<file path="src/rtl/core/shamd_pkg.sv">
// Shared types, round constants, initial hash vector and sigma functions
// for the SHA-256 message digest block. Depends on nothing.
package shamd_pkg;

    typedef logic [31:0] t_word;
    typedef t_word t_hash [8];

    localparam t_hash INIT_HASH = '{
        32'h6a09e667, 32'hbb67ae85, 32'h3c6ef372, 32'ha54ff53a,
        32'h510e527f, 32'h9b05688c, 32'h1f83d9ab, 32'h5be0cd19
    };

    localparam t_word ROUND_K [64] = '{
        32'h428a2f98, 32'h71374491, 32'hb5c0fbcf, 32'he9b5dba5,
        32'h3956c25b, 32'h59f111f1, 32'h923f82a4, 32'hab1c5ed5,
        32'hd807aa98, 32'h12835b01, 32'h243185be, 32'h550c7dc3,
        32'h72be5d74, 32'h80deb1fe, 32'h9bdc06a7, 32'hc19bf174,
        32'he49b69c1, 32'hefbe4786, 32'h0fc19dc6, 32'h240ca1cc,
        32'h2de92c6f, 32'h4a7484aa, 32'h5cb0a9dc, 32'h76f988da,
        32'h983e5152, 32'ha831c66d, 32'hb00327c8, 32'hbf597fc7,
        32'hc6e00bf3, 32'hd5a79147, 32'h06ca6351, 32'h14292967,
        32'h27b70a85, 32'h2e1b2138, 32'h4d2c6dfc, 32'h53380d13,
        32'h650a7354, 32'h766a0abb, 32'h81c2c92e, 32'h92722c85,
        32'ha2bfe8a1, 32'ha81a664b, 32'hc24b8b70, 32'hc76c51a3,
        32'hd192e819, 32'hd6990624, 32'hf40e3585, 32'h106aa070,
        32'h19a4c116, 32'h1e376c08, 32'h2748774c, 32'h34b0bcb5,
        32'h391c0cb3, 32'h4ed8aa4a, 32'h5b9cca4f, 32'h682e6ff3,
        32'h748f82ee, 32'h78a5636f, 32'h84c87814, 32'h8cc70208,
        32'h90befffa, 32'ha4506ceb, 32'hbef9a3f7, 32'hc67178f2
    };

    // First padding byte after the message.
    localparam logic [7:0] PAD_MARK = 8'h80;

    function automatic t_word big_sigma0(input t_word x);
        return {x[1:0], x[31:2]} ^ {x[12:0], x[31:13]} ^ {x[21:0], x[31:22]};
    endfunction

    function automatic t_word big_sigma1(input t_word x);
        return {x[5:0], x[31:6]} ^ {x[10:0], x[31:11]} ^ {x[24:0], x[31:25]};
    endfunction

    function automatic t_word small_sigma0(input t_word x);
        return {x[6:0], x[31:7]} ^ {x[17:0], x[31:18]} ^ {3'b000, x[31:3]};
    endfunction

    function automatic t_word small_sigma1(input t_word x);
        return {x[16:0], x[31:17]} ^ {x[18:0], x[31:19]} ^ {10'b0, x[31:10]};
    endfunction

endpackage

</file>
<file path="src/rtl/core/shamd_round.sv">
// One SHA-256 compression round and one message schedule step.
// Depends on shamd_pkg for types and sigma functions.
module shamd_round (
    input  shamd_pkg::t_hash i_v,
    input  shamd_pkg::t_word i_k,
    input  shamd_pkg::t_word i_w0,
    input  shamd_pkg::t_word i_w1,
    input  shamd_pkg::t_word i_w9,
    input  shamd_pkg::t_word i_w14,
    output shamd_pkg::t_hash o_v,
    output shamd_pkg::t_word o_w_next
);

    shamd_pkg::t_word w_t1;
    shamd_pkg::t_word w_t2;
    shamd_pkg::t_word w_ch;
    shamd_pkg::t_word w_maj;

    always_comb begin
        w_ch  = (i_v[4] & i_v[5]) ^ (~i_v[4] & i_v[6]);
        w_maj = (i_v[0] & i_v[1]) ^ (i_v[0] & i_v[2]) ^ (i_v[1] & i_v[2]);
        w_t1  = i_v[7] + shamd_pkg::big_sigma1(i_v[4]) + w_ch + i_k + i_w0;
        w_t2  = shamd_pkg::big_sigma0(i_v[0]) + w_maj;
        o_v[0] = w_t1 + w_t2;
        o_v[1] = i_v[0];
        o_v[2] = i_v[1];
        o_v[3] = i_v[2];
        o_v[4] = i_v[3] + w_t1;
        o_v[5] = i_v[4];
        o_v[6] = i_v[5];
        o_v[7] = i_v[6];
    end

    // Schedule word sixteen places ahead of the one consumed this round.
    assign o_w_next = shamd_pkg::small_sigma1(i_w14) + i_w9
                    + shamd_pkg::small_sigma0(i_w1) + i_w0;

endmodule

</file>
<file path="src/rtl/core/sha256_message_digest_top.sv">
// SHA-256 message digest, byte-serial input, word-serial digest output.
// Depends on shamd_pkg and shamd_round.
//
// Usage: present message bytes one request at a time, with i_byte_present
// high; mark the final request with i_message_end (i_byte_present may be low
// on it, which also gives the empty-message digest). A request without byte
// and without end does nothing. After the end request the block pads the
// message, compresses the last one or two blocks and then offers the eight
// digest words, index 0 first, o_last_word on the eighth; it then returns to
// the initial hash vector for the next message. Timing: one byte is taken per
// cycle while o_in_ready is high; every 64th byte starts 64 rounds of the
// single shared round unit and then a fold of the result into the chaining
// words, with no byte taken until both are done. The end request starts the
// padder, one byte per cycle (up to 64 per padded block, up to 72 in all);
// each padded block (one or two, two when 56 or more bytes of the last block
// are in use) gets its rounds and fold, then one digest word goes out per
// cycle while the consumer takes them. o_in_ready is high only while the
// sequencer waits for bytes. The block buffer lives as a 16-word shift line
// that doubles as the message schedule window during the rounds.
module sha256_message_digest_top (
    input  logic        i_clk,
    input  logic        i_rst_n,
    input  logic        i_in_valid,
    output logic        o_in_ready,
    input  logic [7:0]  i_message_byte,
    input  logic        i_byte_present,
    input  logic        i_message_end,
    output logic        o_out_valid,
    input  logic        i_out_ready,
    output logic [31:0] o_digest_word,
    output logic [2:0]  o_word_index,
    output logic        o_last_word
);

    localparam logic [2:0] S_IDLE  = 3'd0;
    localparam logic [2:0] S_PAD   = 3'd1;
    localparam logic [2:0] S_ROUND = 3'd2;
    localparam logic [2:0] S_FOLD  = 3'd3;
    localparam logic [2:0] S_OUT   = 3'd4;

    logic [2:0]       r_state;
    logic [5:0]       r_fill;      // byte position within the current block
    logic [60:0]      r_count;     // message bytes taken, modulo 2^61
    logic [5:0]       r_rnd;
    logic [2:0]       r_oidx;
    logic             r_end;       // end request seen with the block-filling byte
    logic             r_pad;       // padding under way
    logic             r_mark;      // 0x80 already written
    logic             r_arm;       // current block takes the bit length
    shamd_pkg::t_hash r_h;
    shamd_pkg::t_hash r_v;
    shamd_pkg::t_word r_w [16];
    logic [23:0]      r_part;      // bytes of the word being assembled

    logic             w_in_acc;
    logic             w_out_acc;
    logic             w_push;
    logic [7:0]       w_byte;
    logic [7:0]       w_pad_byte;
    logic [63:0]      w_len;
    shamd_pkg::t_hash w_v_next;
    shamd_pkg::t_word w_w_next;

    assign o_in_ready  = (r_state == S_IDLE);
    assign o_out_valid = (r_state == S_OUT);
    assign w_in_acc    = i_in_valid && o_in_ready;
    assign w_out_acc   = o_out_valid && i_out_ready;

    assign o_digest_word = r_h[r_oidx];
    assign o_word_index  = r_oidx;
    assign o_last_word   = (r_oidx == 3'd7);

    // Bit length, big-endian in the last eight bytes of the final block.
    assign w_len = {r_count, 3'b000};

    always_comb begin
        if (!r_mark) begin
            w_pad_byte = shamd_pkg::PAD_MARK;
        end else if (r_arm && (&r_fill[5:3])) begin
            w_pad_byte = w_len[{3'd7 - r_fill[2:0], 3'b000} +: 8];
        end else begin
            w_pad_byte = 8'h00;
        end
    end

    // At most one byte enters the buffer per cycle, from an accepted request or the padder; none during the rounds.
    assign w_push = (w_in_acc && i_byte_present) || (r_state == S_PAD);
    assign w_byte = (r_state == S_PAD) ? w_pad_byte : i_message_byte;

    shamd_round u_round (
        .i_v      (r_v),
        .i_k      (shamd_pkg::ROUND_K[r_rnd]),
        .i_w0     (r_w[0]),
        .i_w1     (r_w[1]),
        .i_w9     (r_w[9]),
        .i_w14    (r_w[14]),
        .o_v      (w_v_next),
        .o_w_next (w_w_next)
    );

    // Buffer and schedule window: shift in a whole word per four bytes,
    // and one schedule word per round.
    always_ff @(posedge i_clk) begin
        if (w_push) begin
            r_part <= {r_part[15:0], w_byte};
            if (r_fill[1:0] == 2'b11) begin
                for (int i = 0; i < 15; i++) begin
                    r_w[i] <= r_w[i + 1];
                end
                r_w[15] <= {r_part, w_byte};
            end
        end else if (r_state == S_ROUND) begin
            for (int i = 0; i < 15; i++) begin
                r_w[i] <= r_w[i + 1];
            end
            r_w[15] <= w_w_next;
        end
    end

    // Working variables: load from the chaining words, then advance a round.
    always_ff @(posedge i_clk) begin
        if (w_push && (r_fill == 6'd63)) begin
            r_v <= r_h;
        end else if (r_state == S_ROUND) begin
            r_v <= w_v_next;
        end
    end

    always_ff @(posedge i_clk) begin
        if (!i_rst_n) begin
            r_state <= S_IDLE;
            r_fill  <= '0;
            r_count <= '0;
            r_rnd   <= '0;
            r_oidx  <= '0;
            r_end   <= 1'b0;
            r_pad   <= 1'b0;
            r_mark  <= 1'b0;
            r_arm   <= 1'b0;
            r_h     <= shamd_pkg::INIT_HASH;
        end else begin
            if (w_push) begin
                r_fill <= r_fill + 6'd1;
            end
            unique case (r_state)
                S_IDLE: begin
                    if (w_in_acc) begin
                        r_end <= i_message_end;
                        if (i_byte_present) begin
                            r_count <= r_count + 61'd1;
                        end
                        if (i_byte_present && (r_fill == 6'd63)) begin
                            r_rnd   <= '0;
                            r_state <= S_ROUND;
                        end else if (i_message_end) begin
                            r_pad   <= 1'b1;
                            r_mark  <= 1'b0;
                            r_arm   <= 1'b0;
                            r_state <= S_PAD;
                        end
                    end
                end
                S_PAD: begin
                    if (!r_mark) begin
                        r_mark <= 1'b1;
                        // Length fits behind the mark only below position 56.
                        r_arm  <= !(&r_fill[5:3]);
                    end
                    if (r_fill == 6'd63) begin
                        r_rnd   <= '0;
                        r_state <= S_ROUND;
                    end
                end
                S_ROUND: begin
                    r_rnd <= r_rnd + 6'd1;
                    if (r_rnd == 6'd63) begin
                        r_state <= S_FOLD;
                    end
                end
                S_FOLD: begin
                    for (int i = 0; i < 8; i++) begin
                        r_h[i] <= r_h[i] + r_v[i];
                    end
                    if (r_pad && r_arm) begin
                        r_oidx  <= '0;
                        r_state <= S_OUT;
                    end else if (r_pad) begin
                        // Mark landed too late: a second block carries the length.
                        r_arm   <= 1'b1;
                        r_state <= S_PAD;
                    end else if (r_end) begin
                        r_pad   <= 1'b1;
                        r_mark  <= 1'b0;
                        r_arm   <= 1'b0;
                        r_state <= S_PAD;
                    end else begin
                        r_state <= S_IDLE;
                    end
                end
                S_OUT: begin
                    if (w_out_acc) begin
                        if (r_oidx == 3'd7) begin
                            // Drop the message and restore the initial vector.
                            r_h     <= shamd_pkg::INIT_HASH;
                            r_count <= '0;
                            r_end   <= 1'b0;
                            r_pad   <= 1'b0;
                            r_mark  <= 1'b0;
                            r_arm   <= 1'b0;
                            r_state <= S_IDLE;
                        end else begin
                            r_oidx <= r_oidx + 3'd1;
                        end
                    end
                end
                default: begin
                    r_state <= S_IDLE;
                end
            endcase
        end
    end

endmodule

</file>
<file path="config.mk">
export PLATFORM = sky130hd
export DESIGN_NAME = sha256_message_digest_top
export DESIGN_NICKNAME = d
export VERILOG_FILES = /design/src/rtl/core/shamd_pkg.sv /design/src/rtl/core/shamd_round.sv /design/src/rtl/core/sha256_message_digest_top.sv
export SDC_FILE = /design/constraint.sdc
export NUM_CORES = 2
export LEC_CHECK = 0
export BUFFER_PORTS_ARGS = -buffer_cell sky130_fd_sc_hd__buf_2
export CORE_MARGIN = 4
export CORE_UTILIZATION = 25
export DETAILED_ROUTE_END_ITERATION = 10
export PLACE_DENSITY_LB_ADDON = 0.1
export REMOVE_ABC_BUFFERS = 1
export SLEW_MARGIN = 10
export SYNTH_ARGS = -nofsm -noshare
export SYNTH_HDL_FRONTEND = slang
export SYNTH_SLANG_ARGS = --single-unit
</file>
<file path="constraint.sdc">
create_clock -name i_clk -period 19.48 [get_ports i_clk]
set_input_delay 0.974 -clock i_clk [delete_from_list [all_inputs] [get_ports i_clk]]
set_output_delay 0.974 -clock i_clk [all_outputs]
set_load 0.01 [all_outputs]
</file>
# Yosys cells after proc, flatten, opt, wreduce, memory -nomap -nowiden
# Memories as Yosys holds them, arrays and structs flattened.
# Cells that the tools add are included.
# totals
output_inout_bits,38
ramBits,512
elab_cells,221
latchBits,0
mem_bits_ro,2048
regBits,619
memories,2
input_bits,14
# classes
div,0
mux,81
magnitude_cmp,2
bitwise,35
n_reduce_logical,26
add_sub_neg,23
eq_ne,25
mul,0
shifts,1
# memory_table
name,words,width,read_ports,rd_clocked_by_memory_dff,wr,line,source
(name not given),64,32,1,0,0,sha256_message_digest_top.sv:92,".i_k (shamd_pkg::ROUND_K[r_rnd]),"
r_w,16,32,16,0,16,sha256_message_digest_top.sv:52,shamd_pkg::t_word r_w [16];
# ops
operator,n
$mux 256,4
$mux 32,20
$add 32x32->32,18
$pmux 256 s2,1
$xor 32x32->32,9
$mux 61,4
$and 32x32->32,5
$pmux 61 s2,1
$bmux 32 s3,1
$shiftx 64x7->8,1
$add 61x1->61 const B,1
$mux 3,11
$not 32->32,1
$xor 32x22->32,1
$xor 32x29->32,1
$mux 1,26
$mux 8,3
$mux 6,3
$pmux 6 s3,1
$reduce_and 9->1,2
$ne 2x1->1 const B,8
$or 1x1->1,16
$pmux 3 s5,1
$ne 2x2->1 const B,7
other kinds (30),47

# Longest topological paths before layout
# depth
word_depth,9
mapped_depth,37
depth_no_buf,36

# Cells and area by module
# Synthesis repeated with hierarchy kept, for this count alone.
# hier_totals
hier_cells,6645
hier_area_um2,71746.3
# modules_own_cells
module,n_inst,seq_area_each_um2,area_per_inst_um2,cells_per_inst
sha256_message_digest_top,1,30569.3,56551.7,4818
shamd_round,1,0.0,15194.6,1827

# Worst setup path before layout
# Ideal clock, no wire load.
# synth_timing
path_type,input to register
from,in i_in_valid
to,mem r_w[0][0] in the netlist's numbering (enable)
setup_ns,0.901
n_path_buf,2
t_required_ns,18.579
path_stages,6
arrival_time_ns,14.495
slack_ns,4.085
path_cell_list,a21oi_1 > nor3_1 > nand2_1 > clkbuf_1 > clkbuf_1 > nand2_1
# synth_rtl
element,line,source
start: declaration,sha256_message_digest_top.sv:23,"input logic i_in_valid,"
end: declaration,sha256_message_digest_top.sv:52,

# Worst setup path after layout
# layout_timing
from,reg r_rnd[0]
to,"reg r_v[255] in the netlist's numbering, data pin"
# layout_between
elab_chain_len,9
# layout_rtl
element,line,source
start: declaration,sha256_message_digest_top.sv:44,logic [5:0] r_rnd;
start signal: assignment,sha256_message_digest_top.sv:175,r_rnd <= r_rnd + 6'd1;
$not 6->7 (implied by the code),sha256_message_digest_top.sv:92,
$mem_v2 64x32,-,
$mux 32 (implied by the code) (2 in a row),sha256_message_digest_top.sv:92,
$add 32x32->32 (2 in a row),shamd_round.sv:22,w_t1 = i_v[7] + shamd_pkg::big_sigma1(i_v[4]) + w_ch + i_k + i_w0;
$add 32x32->32,shamd_round.sv:24,o_v[0] = w_t1 + w_t2;
$mux 256,sha256_message_digest_top.sv:124,end else if (r_state == S_ROUND) begin
$mux 256,sha256_message_digest_top.sv:122,if (w_push && (r_fill == 6'd63)) begin
end signal: assignment,sha256_message_digest_top.sv:123,r_v <= r_h;
end signal: assignment,sha256_message_digest_top.sv:125,r_v <= w_v_next;
end: declaration,sha256_message_digest_top.sv:51,shamd_pkg::t_hash r_v;
# No other way between the ends. The select of a mux whose other input is x is not followed.
# A chain may end at the register's enable or synchronous reset.

==> summary.md <==
* run status: completed
* post-route insts no fill: 10,590
* distinct cell type count of the synthesized netlist: 87
* global-route wire length before repair: 380,500 um
* Startpoint Class: register
* TritonCTS clock tree: built
* Critical Setup Path Class: reg2reg
* Seq pwr share: 45.1%
* clock slew at reported path FFs: 60 ps
* die height: 533.6 um
* average wire length per cell after detail routing: 25.35 um
* buffers inserted by post-CTS timing repair: 0
* number of top-level design ports: 52
* H-tree Lvls: 4
* number of antenna violations at the first check in global routing: 12
* most used flip-flop cell after synthesis: edfxtp_1
* total die area: 0.2847 mm2
* proportion of layout cells with a drive suffix above 1: 8.351%
* source-to-sink clock delay at the later pin of the worst-skew pair: 820 ps
* Worst Path Max Fanout: 21
* starting density of the core: 25.17%
* largest net degree at the start of global routing: 191
* number of standard cells after synthesis: 6,785
* count of endpoints failing hold in the final timing report: 0
* final worst-path setup slack: 9069 ps
* clock tree sinks: 1,131
* routed via count divided by cell count: 4.859
* worst-case clock skew: 37.97 ps
* commonest non-fill, non-tap cell in the layout: nand2_1
* global router's overall resource usage: 18.39%
* Inst Count DP: 10,310
* post-route DRC violation count: 0
* HPWL after DPL: 198,500 um
* post_cts resized: 0
* share of synthesized area occupied by flip-flops and latches: 44.27%
* share of synthesized flip-flops with an asynchronous set or reset: 0%
* leakage dissipation: 29.48 nW
* share of the clock period used by the worst path after layout: 53.44%
* share of total power consumed by net switching: 24.19%
* Critical Path Sink Type: register
* area growth from synthesis to layout: 13.91%
* fin crit period: 10,410 ps
* Worst slew margin: 14.46%
* proportion of power drawn by combinational gates: 5.6%
* total standard cell area after synthesis: 0.06905 mm2
* deepest clock path buffer count: 3
* cell at the root of the clock tree: clkbuf_16
* number of max-slew violations in the final report: 0
* pre-CTS setup slack: 9394 ps
* routed wire length: 268,400 um
* EDFF count, synth: 792
* #FFs+latches synth: 1,131
* Die W: 533.6 um
* slew at the pin closest to its max-slew limit: 1279 ps
* required time worst endpoint: 20,050 ps
* Post-CTS Hold Buffers: 0
* placement-stage cell area: 0.07363 mm2
* number of placement rows: 192
* Finish-stage setup viols: 0
* setup repair after global routing missed its margin: no
* Cell Int Power: 0.004371 W
* path type of the worst min-delay path: reg2reg
* total core area: 0.2743 mm2
* Detailed Routing Iterations Pass 1: 5
* routability-driven placement congestion ratio: 0.8683
* Max-Cap Viols: 0
* final-layout setup total negative slack: 0 ps
* number of violations reported at the end of detailed-routing iteration 0: 4,398
* peak clock frequency supported by timing: 96.05 MHz
* Worst path most repeated cell: a21oi_1
* vias in the first global route: 49,670
* switching component of the power: 0.001395 W
* # port buffers: 51
* fill cell count: 28,890
* Yosys warning count: 0
* PD cells: 73.31 mW/mm2
* Inserted Clock Buffers: 147
* worst endpoint data arrival time: 10,980 ps
* nets: 7,381
* design area: 0.07866 mm2
* post-route antenna net violation count: 0
* highest ir drop seen on vdd: 0.08407 mV
* relative contribution of the clock network to total power: 49.3%
* crit path max-delay cell type: dfxtp_1
* average cell area after synthesis: 10.18 um2
* commonest non-fill, non-tap cells in the layout: nand2_1 (974), edfxtp_1 (792), a21oi_1 (504), nor2_1 (457), o21ai_0 (402)
* vias after detailed routing: 51,450
* total global routing overflow: 0
* Max stage delay on crit path: 890 ps
-- synthesized netlist by cell type (53+ instances only) --
cell        n  share of area (%)
nor2_1    460                2.5
a21o_1    177                1.9
xor2_1    225                2.9
edfxtp_1  792                 34
nand2b_1   53               0.48
clkbuf_1  269                1.5
dfxtp_1   339                9.8
mux4_2     92                3.0
xnor2_1   397                5.0
mux2_2     63                1.0
a21oi_1   505                3.7
nand2_1   981                5.3
nor2b_1    57               0.52
nor3_1    112               0.81
inv_1     344                1.9
fa_1      197                5.7
o21a_1     66               0.72
nand3_1   133               0.96
o21ai_0   403                2.9
ha_1      399                7.2
-- area by class of cell --
type / instances / area [um2] / area share [%]
repair buffers: 145 / 1017 / 1.293
well taps: 3686 / 4612 / 5.863
multi-input cells: 4998 / 36100 / 45.90
clock inverters: 72 / 997.2 / 1.268
flip-flops and latches: 1131 / 30580 / 38.88
diodes: 5 / 12.51 / 0.01591
clock buffers: 203 / 4021 / 5.112
inverters: 348 / 1309 / 1.664
-- cell families after synthesis --
family	count (synthesis)	synth area share, %
and+or+nand+nor	2013	12.70
buffers and inverters	656	3.568
AOI/OAI and AO/OA	1565	13.92
adders and majority gates	618	13.26
xor gates and xnor gates	622	7.889
DFF	1131	44.27
muxes	180	4.390
-- registers in the layout, indices dropped and copies added (netlist names) --
name / count
o_word_index: 3
r_arm: 1
r_count: 61
r_end: 1
r_fill: 6
r_h: 256
r_mark: 1
r_pad: 1
r_part: 24
r_rnd: 6
r_state: 3
r_v: 256
r_w: 512
-- critical path, delay by kind of cell, from the launching register on --
family | cells | cell delay (ps)
buffers and inverters | 2 | 520
flip-flops | 1 | 890
AO/OA/AOI/OAI | 16 | 4620
multiplexers | 1 | 480
XOR/XNOR | 1 | 220
adder cells (fa/ha/maj) | 5 | 2530
AND/OR/NAND/NOR | 5 | 910
-- routing by layer --
metal	part of all wire [%]	up-vias	track usage (%)	routed length [um]
li1	-	24130	-	-
met1	50	25830	27.65	133100
met2	43	1298	27.51	115400
met3	6.0	195	3.487	16090
met4	1.4	0	3.120	3721
met5	0	-	0	0
-- metrics by stage --
stage	hold slack (ps)	utilization, %	power [W]
floorplan	400.3	-	0.002872
global placement	400.3	26.84	0.002975
detailed placement	404.5	26.84	0.002975
CTS	401.4	28.67	0.005873
global route	410.5	28.67	0.006010
finish	405.3	28.67	0.005767
-- worst paths after layout --
kind / from / to / slack, ps / depth (start not counted)
setup / recovery: r_rnd[0] / r_v[255] / 9070 / 30
hold / removal: r_w[1][141] / r_w[1][109] / 410 / 0
setup reg to reg: r_rnd[0] / r_v[255] / 9070 / 30
hold reg to reg: r_w[1][141] / r_w[1][109] / 410 / 0
-- power by group through the flow --
stage / combinational, W / sequential (W) / clock, W
finish: 0.000324 / 0.00260 / 0.00284
global route: 0.000359 / 0.00260 / 0.00305
CTS: 0.000326 / 0.00260 / 0.00295
detailed placement: 0.000324 / 0.00265 / 0
global placement: 0.000324 / 0.00265 / 0
floorplan: 0.000213 / 0.00266 / 0
Power figures use the tool's default switching activity.
